File: config.mk
export PLATFORM = sky130hd
export DESIGN_NAME = preemptive_priority_scheduler_flat
export DESIGN_NICKNAME = d
export VERILOG_FILES = /design/src/rtl/core/psched_pkg.sv /design/src/rtl/core/psched_req_if.sv /design/src/rtl/core/psched_rsp_if.sv /design/src/rtl/core/psched_cell.sv /design/src/rtl/core/preemptive_priority_scheduler.sv /design/src/flat_wrapper.sv
export VERILOG_INCLUDE_DIRS = /design/src /design/src/rtl/core
export SDC_FILE = /design/constraint.sdc
export NUM_CORES = 2
export LEC_CHECK = 0
export BUFFER_PORTS_ARGS = -buffer_cell sky130_fd_sc_hd__buf_2
export CAP_MARGIN = 20
export CORE_MARGIN = 5
export CORE_UTILIZATION = 45
export DETAILED_ROUTE_END_ITERATION = 10
export PLACE_DENSITY = 0.69
export SYNTH_ARGS = -nofsm -noshare
export SYNTH_HDL_FRONTEND = slang
export SYNTH_SLANG_ARGS = --single-unit
export TNS_END_PERCENT = 10
File: constraint.sdc
create_clock -name clock -period 10.2 [get_ports clock]
set_clock_uncertainty 0.15 [all_clocks]
set_input_delay 0 -clock clock [delete_from_list [all_inputs] [get_ports clock]]
set_output_delay 0 -clock clock [all_outputs]
set_load 0.1 [all_outputs]
File: src/rtl/core/assert_macros.svh
// Assertion macros used by the scheduler RTL.
`ifndef ASSERT_MACROS_SVH
`define ASSERT_MACROS_SVH

// Same-cycle implication, disabled while reset is high.
`define ASSERT_IMPLY(label, clk, rst, ante, cons, msg) \
   label: assert property (@(posedge clk) disable iff (rst) (ante) |-> (cons)) \
      else $error(msg);

// Next-cycle implication, disabled while reset is high.
`define ASSERT_NEXT(label, clk, rst, ante, cons, msg) \
   label: assert property (@(posedge clk) disable iff (rst) (ante) |=> (cons)) \
      else $error(msg);

`endif

File: src/rtl/core/psched_pkg.sv
// Shared constants and types of the preemptive priority scheduler.
package psched_pkg;

   localparam int FIELD_W   = 16;
   localparam int TIME_W    = 24;
   localparam int JOB_OUT_W = 5;

   // Request operation codes
   localparam logic OP_LOAD = 1'b0;
   localparam logic OP_TICK = 1'b1;

   // Best ready job seen so far, handed from cell to cell
   typedef struct packed {
      logic               valid;
      logic [FIELD_W-1:0] prio;
      logic [FIELD_W-1:0] arrival;
      logic [FIELD_W-1:0] burst;
      logic               last;    // one tick of work left
   } cand_type;

   // Per-cell controls from the sequencer
   typedef struct packed {
      logic load;     // write the loaded job into this cell
      logic dec;      // this cell's job ran this tick
      logic active;   // slot holds a loaded job
   } cell_ctl_type;

endpackage

File: src/rtl/core/psched_req_if.sv
// Request channel: job loads and scheduler ticks.
interface psched_req_if;
   logic                         valid;
   logic                         ready;
   logic                         op;
   logic [psched_pkg::FIELD_W-1:0] job_priority;
   logic [psched_pkg::FIELD_W-1:0] arrival_time;
   logic [psched_pkg::FIELD_W-1:0] burst_length;

   modport source (output valid, op, job_priority, arrival_time, burst_length,
                   input ready);
   modport sink   (input valid, op, job_priority, arrival_time, burst_length,
                   output ready);
endinterface

File: src/rtl/core/psched_rsp_if.sv
// Response channel: one report per scheduler tick.
interface psched_rsp_if;
   logic                             valid;
   logic                             ready;
   logic [psched_pkg::JOB_OUT_W-1:0] running_job;
   logic                             idle;
   logic                             switched;
   logic                             finished;
   logic [psched_pkg::TIME_W-1:0]    finish_time;
   logic [psched_pkg::TIME_W-1:0]    turnaround;
   logic [psched_pkg::TIME_W-1:0]    waiting;
   logic                             all_done;

   modport source (output valid, running_job, idle, switched, finished, finish_time,
                   turnaround, waiting, all_done,
                   input ready);
   modport sink   (input valid, running_job, idle, switched, finished, finish_time,
                   turnaround, waiting, all_done,
                   output ready);
endinterface

File: src/rtl/core/psched_cell.sv
// One job slot of the scheduler chain: job storage plus one compare stage.
module psched_cell #(
   parameter int IDX_W = 4
) (
   input  logic                             clock,
   input  psched_pkg::cell_ctl_type         ctl,
   input  logic [psched_pkg::FIELD_W-1:0]   load_priority,
   input  logic [psched_pkg::FIELD_W-1:0]   load_arrival,
   input  logic [psched_pkg::FIELD_W-1:0]   load_burst,
   input  logic [psched_pkg::TIME_W-1:0]    current_time,
   input  logic [IDX_W-1:0]                 cell_index,
   input  psched_pkg::cand_type             cand_in,
   input  logic [IDX_W-1:0]                 idx_in,
   output psched_pkg::cand_type             cand_out,
   output logic [IDX_W-1:0]                 idx_out
);

   logic [psched_pkg::FIELD_W-1:0] priority_ff;
   logic [psched_pkg::FIELD_W-1:0] arrival_ff;
   logic [psched_pkg::FIELD_W-1:0] burst_ff;
   logic [psched_pkg::FIELD_W-1:0] remaining_ff;
   psched_pkg::cand_type           cand_ff;
   psched_pkg::cand_type           cand_in_mine;
   logic [IDX_W-1:0]               idx_ff;
   logic                           ready;
   logic                           better;

   // Job storage: written on load, counted down when the job runs
   always_ff @(posedge clock) begin
      if (ctl.load) begin
         priority_ff  <= load_priority;
         arrival_ff   <= load_arrival;
         burst_ff     <= load_burst;
         remaining_ff <= load_burst;
      end else if (ctl.dec) begin
         remaining_ff <= remaining_ff - psched_pkg::FIELD_W'(1);
      end
   end

   // Ready: loaded, work left, already arrived
   assign ready = ctl.active && (remaining_ff != '0) &&
                  ({(psched_pkg::TIME_W - psched_pkg::FIELD_W)'(0), arrival_ff}
                   <= current_time);

   // Strictly better only; on a full tie the lower slot upstream keeps it
   assign better = ready && (!cand_in.valid ||
                             (priority_ff < cand_in.prio) ||
                             ((priority_ff == cand_in.prio) &&
                              (arrival_ff < cand_in.arrival)));

   always_comb begin
      cand_in_mine.valid   = 1'b1;
      cand_in_mine.prio    = priority_ff;
      cand_in_mine.arrival = arrival_ff;
      cand_in_mine.burst   = burst_ff;
      cand_in_mine.last    = (remaining_ff == psched_pkg::FIELD_W'(1));
   end

   // Compare stage toward the next cell
   always_ff @(posedge clock) begin
      if (better) begin
         cand_ff <= cand_in_mine;
         idx_ff  <= cell_index;
      end else begin
         cand_ff <= cand_in;
         idx_ff  <= idx_in;
      end
   end

   assign cand_out = cand_ff;
   assign idx_out  = idx_ff;

endmodule

File: src/rtl/core/preemptive_priority_scheduler.sv
// Preemptive priority scheduler: chain of job cells plus tick sequencer.
//
//   channel   dir   payload                                          transfer
//   req_chan  in    op, job_priority, arrival_time, burst_length     valid & ready
//   rsp_chan  out   running_job, idle, switched, finished,           valid & ready
//                   finish_time, turnaround, waiting, all_done
//
// A load gives no response.
// In a tick the best-job candidate walks the cell chain one cell per cycle in
// ST_SCAN, then ST_UPDATE updates the job and ST_RESULT builds the response.
// Reset (synchronous) empties the table and zeroes time; job slots keep no reset.
// The response sits in an output register; a new request is taken while it waits,
// and a finished tick holds in its last step until that register is free.
`include "assert_macros.svh"

module preemptive_priority_scheduler #(
   parameter int MAX_PROCS = 16
) (
   input logic               clock,
   input logic               reset,
   psched_req_if.sink        req_chan,
   psched_rsp_if.source      rsp_chan
);

   localparam int IDX_W = (MAX_PROCS > 1) ? $clog2(MAX_PROCS) : 1;
   localparam int CNT_W = $clog2(MAX_PROCS + 1);
   localparam int TW    = psched_pkg::TIME_W;
   localparam int FW    = psched_pkg::FIELD_W;

   typedef enum logic [1:0] {
      ST_IDLE,
      ST_SCAN,
      ST_UPDATE,
      ST_RESULT
   } state_type;

   state_type         state_ff;
   logic [IDX_W-1:0]  scan_cnt_ff;
   logic [CNT_W-1:0]  job_count_ff;
   logic [CNT_W-1:0]  done_count_ff;
   logic [TW-1:0]     time_ff;
   logic [CNT_W-1:0]  last_job_ff;

   // Tick result held between update and response
   logic [CNT_W-1:0]  res_job_ff;
   logic              res_idle_ff;
   logic              res_sw_ff;
   logic              res_fin_ff;
   logic [TW-1:0]     res_time_ff;
   logic [TW-1:0]     res_tat_ff;
   logic [FW-1:0]     res_burst_ff;

   // Response register
   logic                             rsp_valid_ff;
   logic [psched_pkg::JOB_OUT_W-1:0] rsp_job_ff;
   logic                             rsp_idle_ff;
   logic                             rsp_sw_ff;
   logic                             rsp_fin_ff;
   logic [TW-1:0]                    rsp_time_ff;
   logic [TW-1:0]                    rsp_tat_ff;
   logic [TW-1:0]                    rsp_wait_ff;
   logic                             rsp_done_ff;

   psched_pkg::cand_type     cand_chain [MAX_PROCS+1];
   logic [IDX_W-1:0]         idx_chain  [MAX_PROCS+1];
   psched_pkg::cell_ctl_type cell_ctl   [MAX_PROCS];

   logic                 req_accept;
   logic                 load_ok;
   psched_pkg::cand_type best;
   logic [IDX_W-1:0]     best_idx;
   logic [CNT_W-1:0]     job_in;
   logic [TW-1:0]        fin_in;
   logic                 rsp_free;

   assign req_accept = req_chan.valid && req_chan.ready;
   assign load_ok    = (job_count_ff < CNT_W'(MAX_PROCS));
   assign best       = cand_chain[MAX_PROCS];
   assign best_idx   = idx_chain[MAX_PROCS];
   assign job_in     = best.valid ? (CNT_W'(best_idx) + CNT_W'(1)) : '0;
   assign fin_in     = time_ff + TW'(1);
   assign rsp_free   = !rsp_valid_ff || rsp_chan.ready;

   // Head of the chain: no candidate yet
   assign cand_chain[0] = '0;
   assign idx_chain[0]  = '0;

   // Cell chain
   for (genvar i = 0; i < MAX_PROCS; i++) begin : g_cell
      always_comb begin
         cell_ctl[i].load   = req_accept && (req_chan.op == psched_pkg::OP_LOAD) &&
                              load_ok && (job_count_ff == CNT_W'(i));
         cell_ctl[i].dec    = (state_ff == ST_UPDATE) && best.valid &&
                              (best_idx == IDX_W'(i));
         cell_ctl[i].active = (CNT_W'(i) < job_count_ff);
      end

      psched_cell #(
         .IDX_W (IDX_W)
      ) u_cell (
         .clock         (clock),
         .ctl           (cell_ctl[i]),
         .load_priority (req_chan.job_priority),
         .load_arrival  (req_chan.arrival_time),
         .load_burst    (req_chan.burst_length),
         .current_time  (time_ff),
         .cell_index    (IDX_W'(i)),
         .cand_in       (cand_chain[i]),
         .idx_in        (idx_chain[i]),
         .cand_out      (cand_chain[i+1]),
         .idx_out       (idx_chain[i+1])
      );
   end

   // Sequencer, scheduler state and response register
   always_ff @(posedge clock) begin
      if (reset) begin
         state_ff      <= ST_IDLE;
         scan_cnt_ff   <= '0;
         job_count_ff  <= '0;
         done_count_ff <= '0;
         time_ff       <= '0;
         last_job_ff   <= '0;
         rsp_valid_ff  <= 1'b0;
      end else begin
         if (rsp_valid_ff && rsp_chan.ready) begin
            rsp_valid_ff <= 1'b0;
         end

         unique case (state_ff)
            ST_IDLE: begin
               if (req_accept) begin
                  if (req_chan.op == psched_pkg::OP_TICK) begin
                     state_ff    <= ST_SCAN;
                     scan_cnt_ff <= '0;
                  end else if (load_ok) begin
                     job_count_ff <= job_count_ff + CNT_W'(1);
                     // zero burst counts as done at once
                     if (req_chan.burst_length == '0) begin
                        done_count_ff <= done_count_ff + CNT_W'(1);
                     end
                  end
               end
            end

            // Let the candidate settle through every cell
            ST_SCAN: begin
               scan_cnt_ff <= scan_cnt_ff + IDX_W'(1);
               if (scan_cnt_ff == IDX_W'(MAX_PROCS - 1)) begin
                  state_ff <= ST_UPDATE;
               end
            end

            ST_UPDATE: begin
               res_job_ff   <= job_in;
               res_idle_ff  <= !best.valid;
               res_sw_ff    <= (job_in != last_job_ff);
               res_fin_ff   <= best.valid && best.last;
               res_time_ff  <= fin_in;
               res_burst_ff <= best.burst;
               if (best.valid && best.last) begin
                  res_tat_ff    <= fin_in - {(TW - FW)'(0), best.arrival};
                  done_count_ff <= done_count_ff + CNT_W'(1);
               end else begin
                  res_tat_ff <= '0;
               end
               last_job_ff <= job_in;
               time_ff     <= fin_in;
               state_ff    <= ST_RESULT;
            end

            ST_RESULT: begin
               if (rsp_free) begin
                  rsp_valid_ff <= 1'b1;
                  rsp_job_ff   <= psched_pkg::JOB_OUT_W'(res_job_ff);
                  rsp_idle_ff  <= res_idle_ff;
                  rsp_sw_ff    <= res_sw_ff;
                  rsp_fin_ff   <= res_fin_ff;
                  rsp_time_ff  <= res_time_ff;
                  rsp_tat_ff   <= res_tat_ff;
                  rsp_wait_ff  <= res_fin_ff ?
                                  (res_tat_ff - {(TW - FW)'(0), res_burst_ff}) : '0;
                  rsp_done_ff  <= (done_count_ff == job_count_ff);
                  state_ff     <= ST_IDLE;
               end
            end

            default: begin
               state_ff <= ST_IDLE;
            end
         endcase
      end
   end

   // Port drive
   assign req_chan.ready       = (state_ff == ST_IDLE);
   assign rsp_chan.valid       = rsp_valid_ff;
   assign rsp_chan.running_job = rsp_job_ff;
   assign rsp_chan.idle        = rsp_idle_ff;
   assign rsp_chan.switched    = rsp_sw_ff;
   assign rsp_chan.finished    = rsp_fin_ff;
   assign rsp_chan.finish_time = rsp_time_ff;
   assign rsp_chan.turnaround  = rsp_tat_ff;
   assign rsp_chan.waiting     = rsp_wait_ff;
   assign rsp_chan.all_done    = rsp_done_ff;

   // Checks
   `ASSERT_IMPLY(a_done_le_jobs, clock, reset, 1'b1, done_count_ff <= job_count_ff, "more jobs done than loaded")
   `ASSERT_NEXT(a_time_only_on_update, clock, reset, !reset && (state_ff != ST_UPDATE), $stable(time_ff), "time moved outside a tick update")
   `ASSERT_IMPLY(a_idle_report, clock, reset, rsp_valid_ff && rsp_idle_ff, (rsp_job_ff == '0) && !rsp_fin_ff, "idle tick reports a job")

endmodule

File: src/flat_wrapper.sv
// flat-port wrapper written by rule: the top's interface ports become plain ports
module preemptive_priority_scheduler_flat 
#(
   parameter int MAX_PROCS = 16
)
  (clock, reset, req_chan_valid, req_chan_op, req_chan_job_priority, req_chan_arrival_time, req_chan_burst_length, req_chan_ready, rsp_chan_valid, rsp_chan_running_job, rsp_chan_idle, rsp_chan_switched, rsp_chan_finished, rsp_chan_finish_time, rsp_chan_turnaround, rsp_chan_waiting, rsp_chan_all_done, rsp_chan_ready);
  psched_req_if req_chan_i ();
  psched_rsp_if rsp_chan_i ();
  input logic clock;
  input logic reset;
  input wire logic [$bits(req_chan_i.valid)-1:0] req_chan_valid;
  input wire logic [$bits(req_chan_i.op)-1:0] req_chan_op;
  input wire logic [$bits(req_chan_i.job_priority)-1:0] req_chan_job_priority;
  input wire logic [$bits(req_chan_i.arrival_time)-1:0] req_chan_arrival_time;
  input wire logic [$bits(req_chan_i.burst_length)-1:0] req_chan_burst_length;
  output wire logic [$bits(req_chan_i.ready)-1:0] req_chan_ready;
  output wire logic [$bits(rsp_chan_i.valid)-1:0] rsp_chan_valid;
  output wire logic [$bits(rsp_chan_i.running_job)-1:0] rsp_chan_running_job;
  output wire logic [$bits(rsp_chan_i.idle)-1:0] rsp_chan_idle;
  output wire logic [$bits(rsp_chan_i.switched)-1:0] rsp_chan_switched;
  output wire logic [$bits(rsp_chan_i.finished)-1:0] rsp_chan_finished;
  output wire logic [$bits(rsp_chan_i.finish_time)-1:0] rsp_chan_finish_time;
  output wire logic [$bits(rsp_chan_i.turnaround)-1:0] rsp_chan_turnaround;
  output wire logic [$bits(rsp_chan_i.waiting)-1:0] rsp_chan_waiting;
  output wire logic [$bits(rsp_chan_i.all_done)-1:0] rsp_chan_all_done;
  input wire logic [$bits(rsp_chan_i.ready)-1:0] rsp_chan_ready;
  assign req_chan_i.valid = req_chan_valid;
  assign req_chan_i.op = req_chan_op;
  assign req_chan_i.job_priority = req_chan_job_priority;
  assign req_chan_i.arrival_time = req_chan_arrival_time;
  assign req_chan_i.burst_length = req_chan_burst_length;
  assign req_chan_ready = req_chan_i.ready;
  assign rsp_chan_valid = rsp_chan_i.valid;
  assign rsp_chan_running_job = rsp_chan_i.running_job;
  assign rsp_chan_idle = rsp_chan_i.idle;
  assign rsp_chan_switched = rsp_chan_i.switched;
  assign rsp_chan_finished = rsp_chan_i.finished;
  assign rsp_chan_finish_time = rsp_chan_i.finish_time;
  assign rsp_chan_turnaround = rsp_chan_i.turnaround;
  assign rsp_chan_waiting = rsp_chan_i.waiting;
  assign rsp_chan_all_done = rsp_chan_i.all_done;
  assign rsp_chan_i.ready = rsp_chan_ready;
  preemptive_priority_scheduler #(.MAX_PROCS(MAX_PROCS)) u_core (.clock(clock), .reset(reset), .req_chan(req_chan_i), .rsp_chan(rsp_chan_i));
endmodule
# After elaboration in Yosys (flattened, before gate mapping)
# Cells that the tools add are included.
# W data, S select, Z words.
dict set report op_classes {
  magnitude_cmp 63
  multipliers 0
  shifts 0
  mux 67
  eq_ne 75
  n_addsub 23
  n_bitwise 2
  reduce_logical 192
  n_div 0
}
# cell count
set ops {}
lappend ops {{$mux W49} 14}
lappend ops {{$mux W16} 32}
lappend ops {{$lt A16 B16 Y1} 30}
lappend ops {{$le A16 B24 Y1} 16}
lappend ops {{$eq A16 B1 Y1 const B} 16}
lappend ops {{$reduce_bool A16 Y1} 16}
lappend ops {{$sub A16 B1 Y16 const B} 16}
lappend ops {{$eq A16 B16 Y1} 15}
lappend ops {{$logic_and A1 B1 Y1} 100}
lappend ops {{$mux W50} 1}
lappend ops {{$sub A24 B16 Y24} 2}
lappend ops {{$eq A5 B4 Y1 const B} 8}
lappend ops {{$lt A4 B5 Y1 const A} 8}
lappend ops {{$eq A4 B4 Y1 const B} 9}
lappend ops {{$reduce_bool A2 Y1} 18}
lappend ops {{$mux W33} 1}
lappend ops {{$logic_or A1 B1 Y1} 31}
lappend ops {{$mux W5} 6}
lappend ops {{$add A24 B1 Y24 const B} 1}
lappend ops {{$eq A5 B3 Y1 const B} 4}
lappend ops {{$lt A3 B5 Y1 const A} 4}
lappend ops {{$logic_not A1 Y1} 17}
lappend ops {{$eq A4 B3 Y1 const B} 4}
lappend ops {{$logic_not A16 Y1} 1}
lappend ops {{other kinds (30)} 52}
dict set report totals {
  inputBits 53
  ramBits 0
  mem_count 0
  wordCells 602
  ff_bits 2067
  mem_bits_ro 0
  latch_bits 0
}

# Longest topological paths before layout
dict set report logic_depth {
  ltp_word 6
  depth_mapped 14
  ltp_nobuf 13
}

# Hierarchy
# A second synthesis with hierarchy kept.
dict set report unflattened {
  cells_unflattened 7742
  area_unflattened_um2 95247.6
}
# module area_per_inst_um2 cells_each n_inst seq_area_each_um2
set modules_own_cells {}
lappend modules_own_cells {psched_cell 5325.1 427 16 3002.9}
lappend modules_own_cells {preemptive_priority_scheduler 10045.9 910 1 5515.3}

# Worst setup path after synthesis
# Ideal clock, no wire load.
dict set report synth_timing {
  path_kind {register -> register}
  startpoint {reg u_core.rsp_valid_ff, in the netlist u_core.rsp_chan.valid}
  endpoint {reg u_core.rsp_done_ff, in the netlist u_core.rsp_chan.all_done, enable pin}
  path_stages_with_launch 3
  required_time_ps 9413
  arrival_time_ps 6827
  setup_slack_ps 2587
  n_path_buf 0
  path_cell_list {dfxtp_1 > nor2b_1 > nor3b_1}
}
dict set report synth_between {
  elab_chain_cells 3
}
# element line_no
set synth_rtl {}
lappend synth_rtl {{from (decl)} preemptive_priority_scheduler.sv:54} ;# logic rsp_valid_ff;
lappend synth_rtl {{from (signal assigned)} preemptive_priority_scheduler.sv:124} ;# rsp_valid_ff <= 1'b0;
lappend synth_rtl {{from (signal assigned)} preemptive_priority_scheduler.sv:127} ;# rsp_valid_ff <= 1'b0;
lappend synth_rtl {{from (signal assigned)} preemptive_priority_scheduler.sv:174} ;# rsp_valid_ff <= 1'b1;
lappend synth_rtl {{$logic_not A1 Y1} preemptive_priority_scheduler.sv:82} ;# assign rsp_free = !rsp_valid_ff || rsp_chan.ready;
lappend synth_rtl {{$logic_or A1 B1 Y1} preemptive_priority_scheduler.sv:82}
lappend synth_rtl {{$reduce_and A3 Y1 (no source line)} -}
lappend synth_rtl {{to (signal assigned)} preemptive_priority_scheduler.sv:183} ;# rsp_done_ff <= (done_count_ff == job_count_ff);
lappend synth_rtl {{to (decl)} preemptive_priority_scheduler.sv:62} ;# logic rsp_done_ff;
# No other way between the ends.
# A chain may end at the register's enable or synchronous reset.

# Final worst setup path
dict set report layout_timing {
  startpoint {reg u_core.time_ff[15]}
  endpoint {reg u_core.g_cell[10].u_cell.cand_ff (netlist bit u_core.g_cell[10].u_cell.cand_out[8])}
}
dict set report layout_between {
  elab_chain_cells 4
}
# element line_no
set layout_rtl {}
lappend layout_rtl {{from (decl)} preemptive_priority_scheduler.sv:41} ;# logic [TW-1:0] time_ff;
lappend layout_rtl {{from (signal assigned)} preemptive_priority_scheduler.sv:168} ;# time_ff <= fin_in;
lappend layout_rtl {{$le A16 B24 Y1} psched_cell.sv:43} ;# <= current_time);
lappend layout_rtl {{$logic_and A1 B1 Y1} psched_cell.sv:41} ;# assign ready = ctl.active && (remaining_ff != '0) &&
lappend layout_rtl {{$logic_and A1 B1 Y1} psched_cell.sv:46} ;# assign better = ready && (!cand_in.valid ||
lappend layout_rtl {{$mux W49} psched_cell.sv:61} ;# if (better) begin
lappend layout_rtl {{to (signal assigned)} psched_cell.sv:62} ;# cand_ff <= cand_in_mine;
lappend layout_rtl {{to (signal assigned)} psched_cell.sv:65} ;# cand_ff <= cand_in;
lappend layout_rtl {{to (decl)} psched_cell.sv:22} ;# psched_pkg::cand_type cand_ff;
# No other way between the ends.

==> run summary <==
The via density per instance came out at 5.57. The total power draw came out at 18.4 mW. The clock period minus worst slack is slightly below 5 ns. The slew at the pin closest to its max-slew limit came out at 1.19 ns. After the first detailed-routing iteration, the DRC count stood at 4,716.

The run finished with clean final reports. The pre-antenna-repair detailed-routing pass consisted of 6 iterations. Traced cell by cell, the critical path runs through inv_1 -> buf_4 -> ha_1 -> nand4_1 -> or3_1 -> o21ai_1 -> o221ai_1 -> a211oi_4 -> buf_4 -> mux2_2. Relative to the synthesized area, the layout overhead comes to 12.5%. After global routing, the most crowded layer is met2. The total negative slack is 0 ns. The global route total overflow is 0. The vertical extent of the die is 460 µm. The switching share of power is 0.239. The count of pins over their slew limit came to 0.

The worst hold path belongs to the class input pin to flop. The wire length per cell after detailed routing came out at 22.6 µm. The sequential cell fraction of total power is 0.512. The fraction of met3 tracks used by global routing came out at 0.0383.

In the global route stage, met2 resource usage came out at 0.355. Clock tree synthesis selected as its root buffer the cell clkbuf_16. The biggest cell delay along the critical path came out at 0.72 ns. Of the available clock period, the critical path in the final layout requires 0.483. The estimated wirelength of the detail-placed design is 157,000 µm. The clock latency of the later-clocked register in the worst-skew pair came out at 0.85 ns. The number of gates given a new drive strength after cts is 0. The fraction of registers with async set or reset after synthesis came out at 0.

The number of global-route vias before repair came out at 58,400. OpenSTA, run right after detailed placement, puts the worst setup slack at 5.16 ns. The final layout net count came out at 8,485.

The number of standard cells after synthesis came out at 7,323. The core area came out at 202,000 µm². The CTS sink count came out at 2,056.

Of all nets on the critical path, the largest fanout is 54. In this run the remaining antenna-violating nets after routing total 0. The startpoint type of the worst setup path is a flop. The final hold violation count was 0. The routability congestion estimate came out at ~0.93. The fraction of synthesized cell area taken by the top area cell type came out at 0.388. The standby leakage power came out at 38.9 nW. The detailed-route via count is just under 60,000. The cell area reported after detailed placement came out at 95,100 µm². The power per cell area is 180 nW/µm². The clock tree synthesis step divided the H-tree into 4 levels.

The die footprint is 212,000 µm². Of all cell types, the one taking the most synthesized area is edfxtp_1. The clock passes through at most 3 buffers. The global-route met1 utilization came out at 0.289.

Sorting the synthesized cells by area gives the leading types as edfxtp_1 39%, dfxtp_1 19%, ha_1 11%. The proportion of power drawn by the clock network came out at 0.399. TritonCTS built the clock tree. The placed instance count is 10,000. The share of final-layout standard cells stronger than drive strength 1 is 0.173.

STA puts the critical path data required time at 10.76 ns. The worst-case setup margin in the final layout came out at 5.27 ns. The I/O pin count is 136. The number of clock buffers inserted by TritonCTS is approximately 200. The critical path's top delay family is compound AO/OA/AOI/OAI gates. The largest net degree at the start of global routing is 81. Measured along the x axis, the die boundary spans 460 µm. For this configuration, the core starts out at a cell density of 0.451. STA classifies the critical path endpoint as a flop. Of the synthesized area, sequential elements account for 0.581.

The flip-flop and latch count after synthesis is 2,056. The count of input and output buffers came out at 135. In the synthesized netlist the dominant register cell turns out to be edfxtp_1.

The final layout contains routed wiring with a total length of 237,000 µm. The post-CTS setup buffer count came out at 0. The final cell count without fillers is 10,500. The analysis attributes to net switching a power of 4.41 mW. The DRC violation count after routing came out at 0. The worst hold margin came out at 0.0622 ns. For this design, the slowest cell found on the critical path is buf_4. The library cell with the highest instance count after synthesis is edfxtp_1. The post-synthesis net count came out at 8,177. The area of the mapped netlist is 91,100 µm². The final core utilization came out at 0.508. The part of the power in combinational logic came out at 0.089. The peak supply drop is 0.131 mV. The worst relative slew slack came out at 0.199. The internal power came out at 14.0 mW. The post-synthesis cell type count came out at 88.

The critical path buffer and inverter count is 3. The number of max-cap violations came out at 0. The number of warning messages in the yosys log is 0. The cell with the most instances on the worst path is buf_4.

The finished cells cover 103,000 µm². The row count is 165. Averaged over all synthesized cells, the footprint is 12.4 µm². The number of antenna violations at the first check in global routing came to 11.

For this run, the top clock speed supported by timing is 203 MHz. The number of enable flip-flop cells after synthesis came out at 1,177. STA puts the critical path data arrival time at 5.49 ns. The global-route wire length before repair is ~350,000 µm.

After clock tree synthesis, the clock-pin slew on the worst setup and hold paths is 0.06 ns. The aggregate global-route resource usage came out at 0.219. Counting instances in the post-synthesis netlist gives the leading cell types as 1,177 x edfxtp_1, 879 x dfxtp_1, 799 x ha_1. Setup repair after global routing left no endpoint under its margin. The number of failing setup endpoints in the final timing report came out at 0. The critical path is of the flop to flop type.
-- cell families (layout without fill, tap and decap cells) --
kind of cell | count (synthesis) | in the layout | share of synthesized area
AO/OA/AOI/OAI | 1051 | 1051 | 0.0700
flip-flops | 2056 | 2056 | 0.581
other | 0 | 2 | 0
buffers and inverters | 834 | 1319 | 0.0367
adder cells (fa/ha/maj) | 801 | 801 | 0.110
multiplexers | 732 | 732 | 0.0921
XOR/XNOR | 283 | 283 | 0.0272
AND/OR/NAND/NOR | 1566 | 1566 | 0.0830
-- power by group through the flow --
stage / registers [mW] / logic [mW] / clock network (mW)
4_1_cts: 9.43 / 1.63 / 7.48
2_1_floorplan: 9.54 / 1.05 / 0
5_1_grt: 9.46 / 1.81 / 7.85
3_5_place_dp: 9.61 / 1.59 / 0
6_report: 9.44 / 1.63 / 7.36
3_3_place_gp: 9.60 / 1.53 / 0
-- flip-flops by register name (all words and copies together), names as in the netlist, 2 cells and up --
register / flops
u_core.rsp_chan.running_job: 5
u_core.res_tat_ff: 24
u_core.rsp_chan.finish_time: 24
u_core.last_job_ff: 5
u_core.rsp_chan.waiting: 24
u_core.res_burst_ff: 16
u_core.scan_cnt_ff: 4
u_core.g_cell.u_cell.remaining_ff: 256
u_core.g_cell.u_cell.cand_out: 784
u_core.g_cell.u_cell.priority_ff: 256
u_core.g_cell.u_cell.idx_out: 49
u_core.done_count_ff: 5
u_core.state_ff: 2
u_core.g_cell.u_cell.burst_ff: 256
u_core.time_ff: 24
u_core.res_time_ff: 24
u_core.res_job_ff: 5
u_core.rsp_chan.turnaround: 24
u_core.g_cell.u_cell.arrival_ff: 256
u_core.job_count_ff: 5
-- routing by layer --
layer | part of all wire | wire [µm]
met1 | 0.42 | 100000
met3 | 0.070 | 16700
met4 | 0.047 | 11200
met5 | 0.00043 | 101
met2 | 0.46 | 108000
-- final timing paths --
path                                                         start                                 endpoint  slack, ns  cells after the start
worst max-delay path                            u_core.time_ff[15]     u_core.g_cell[10].u_cell.cand_out[8]       5.27                     10
worst min-delay path                     req_chan_job_priority[10]  u_core.g_cell[0].u_cell.priority_ff[10]       0.06                      2
worst max register to register                  u_core.time_ff[15]     u_core.g_cell[10].u_cell.cand_out[8]       5.27                     10
worst min register to register  u_core.g_cell[9].u_cell.idx_out[3]      u_core.g_cell[10].u_cell.idx_out[3]       0.25                      1
-- layout by cell type (no fill, tap or decap), types with 34 or more instances in the layout --
| cell type | synthesis | final |
|---|---|---|
| edfxtp_1 | 1177 | 1177 |
| dfxtp_1 | 879 | 879 |
| ha_1 | 799 | 799 |
| mux2_2 | 662 | 662 |
| inv_1 | 625 | 610 |
| nor2_1 | 525 | 524 |
| a21oi_1 | 505 | 504 |
| nand2_1 | 306 | 305 |
| clkbuf_16 | 0 | 214 |
| xnor2_1 | 205 | 205 |
| o21ai_0 | 161 | 146 |
| buf_2 | 51 | 136 |
| nor3_1 | 131 | 130 |
| nand4_1 | 126 | 126 |
| nand3_1 | 111 | 111 |
| buf_4 | 14 | 106 |
| xor2_1 | 78 | 78 |
| a21o_1 | 69 | 69 |
| nor4_1 | 69 | 67 |
| nor2b_1 | 63 | 62 |
| nand2b_1 | 60 | 60 |
| dlygate4sd3_1 | 0 | 58 |
| clkbuf_1 | 105 | 47 |
| mux2_4 | 46 | 46 |
| clkinv_2 | 0 | 46 |
| a211oi_1 | 41 | 41 |
| or3_1 | 39 | 39 |
| o211ai_1 | 38 | 38 |
| a31oi_1 | 34 | 34 |
-- cell type report --
class	instances	area, µm²
diodes	2	5.00
clock buffers	294	5970
clock inverters	88	667
fillers	16900	99300
inverters	628	2360
multi-input cells	4433	35000
flip-flops and latches	2056	52900
well taps	2672	3340
repair buffers	309	2290
-- worst reg2reg max path: stages, from the launching register on --
cell      delay, ns
dfxtp_1        0.49
inv_1          0.08
buf_4          0.27
ha_1           0.40
nand4_1        0.17
or3_1          0.38
o21ai_1        0.67
o221ai_1       0.68
a211oi_4       0.34
buf_4          0.72
mux2_2         0.48
-- timing repair --
action,in CTS,in global routing
endpoints found under the hold margin,1041,0
endpoints found under the setup margin,0,0
hold buffers,58,0
No activity file was read; power rests on OpenSTA's default activity.
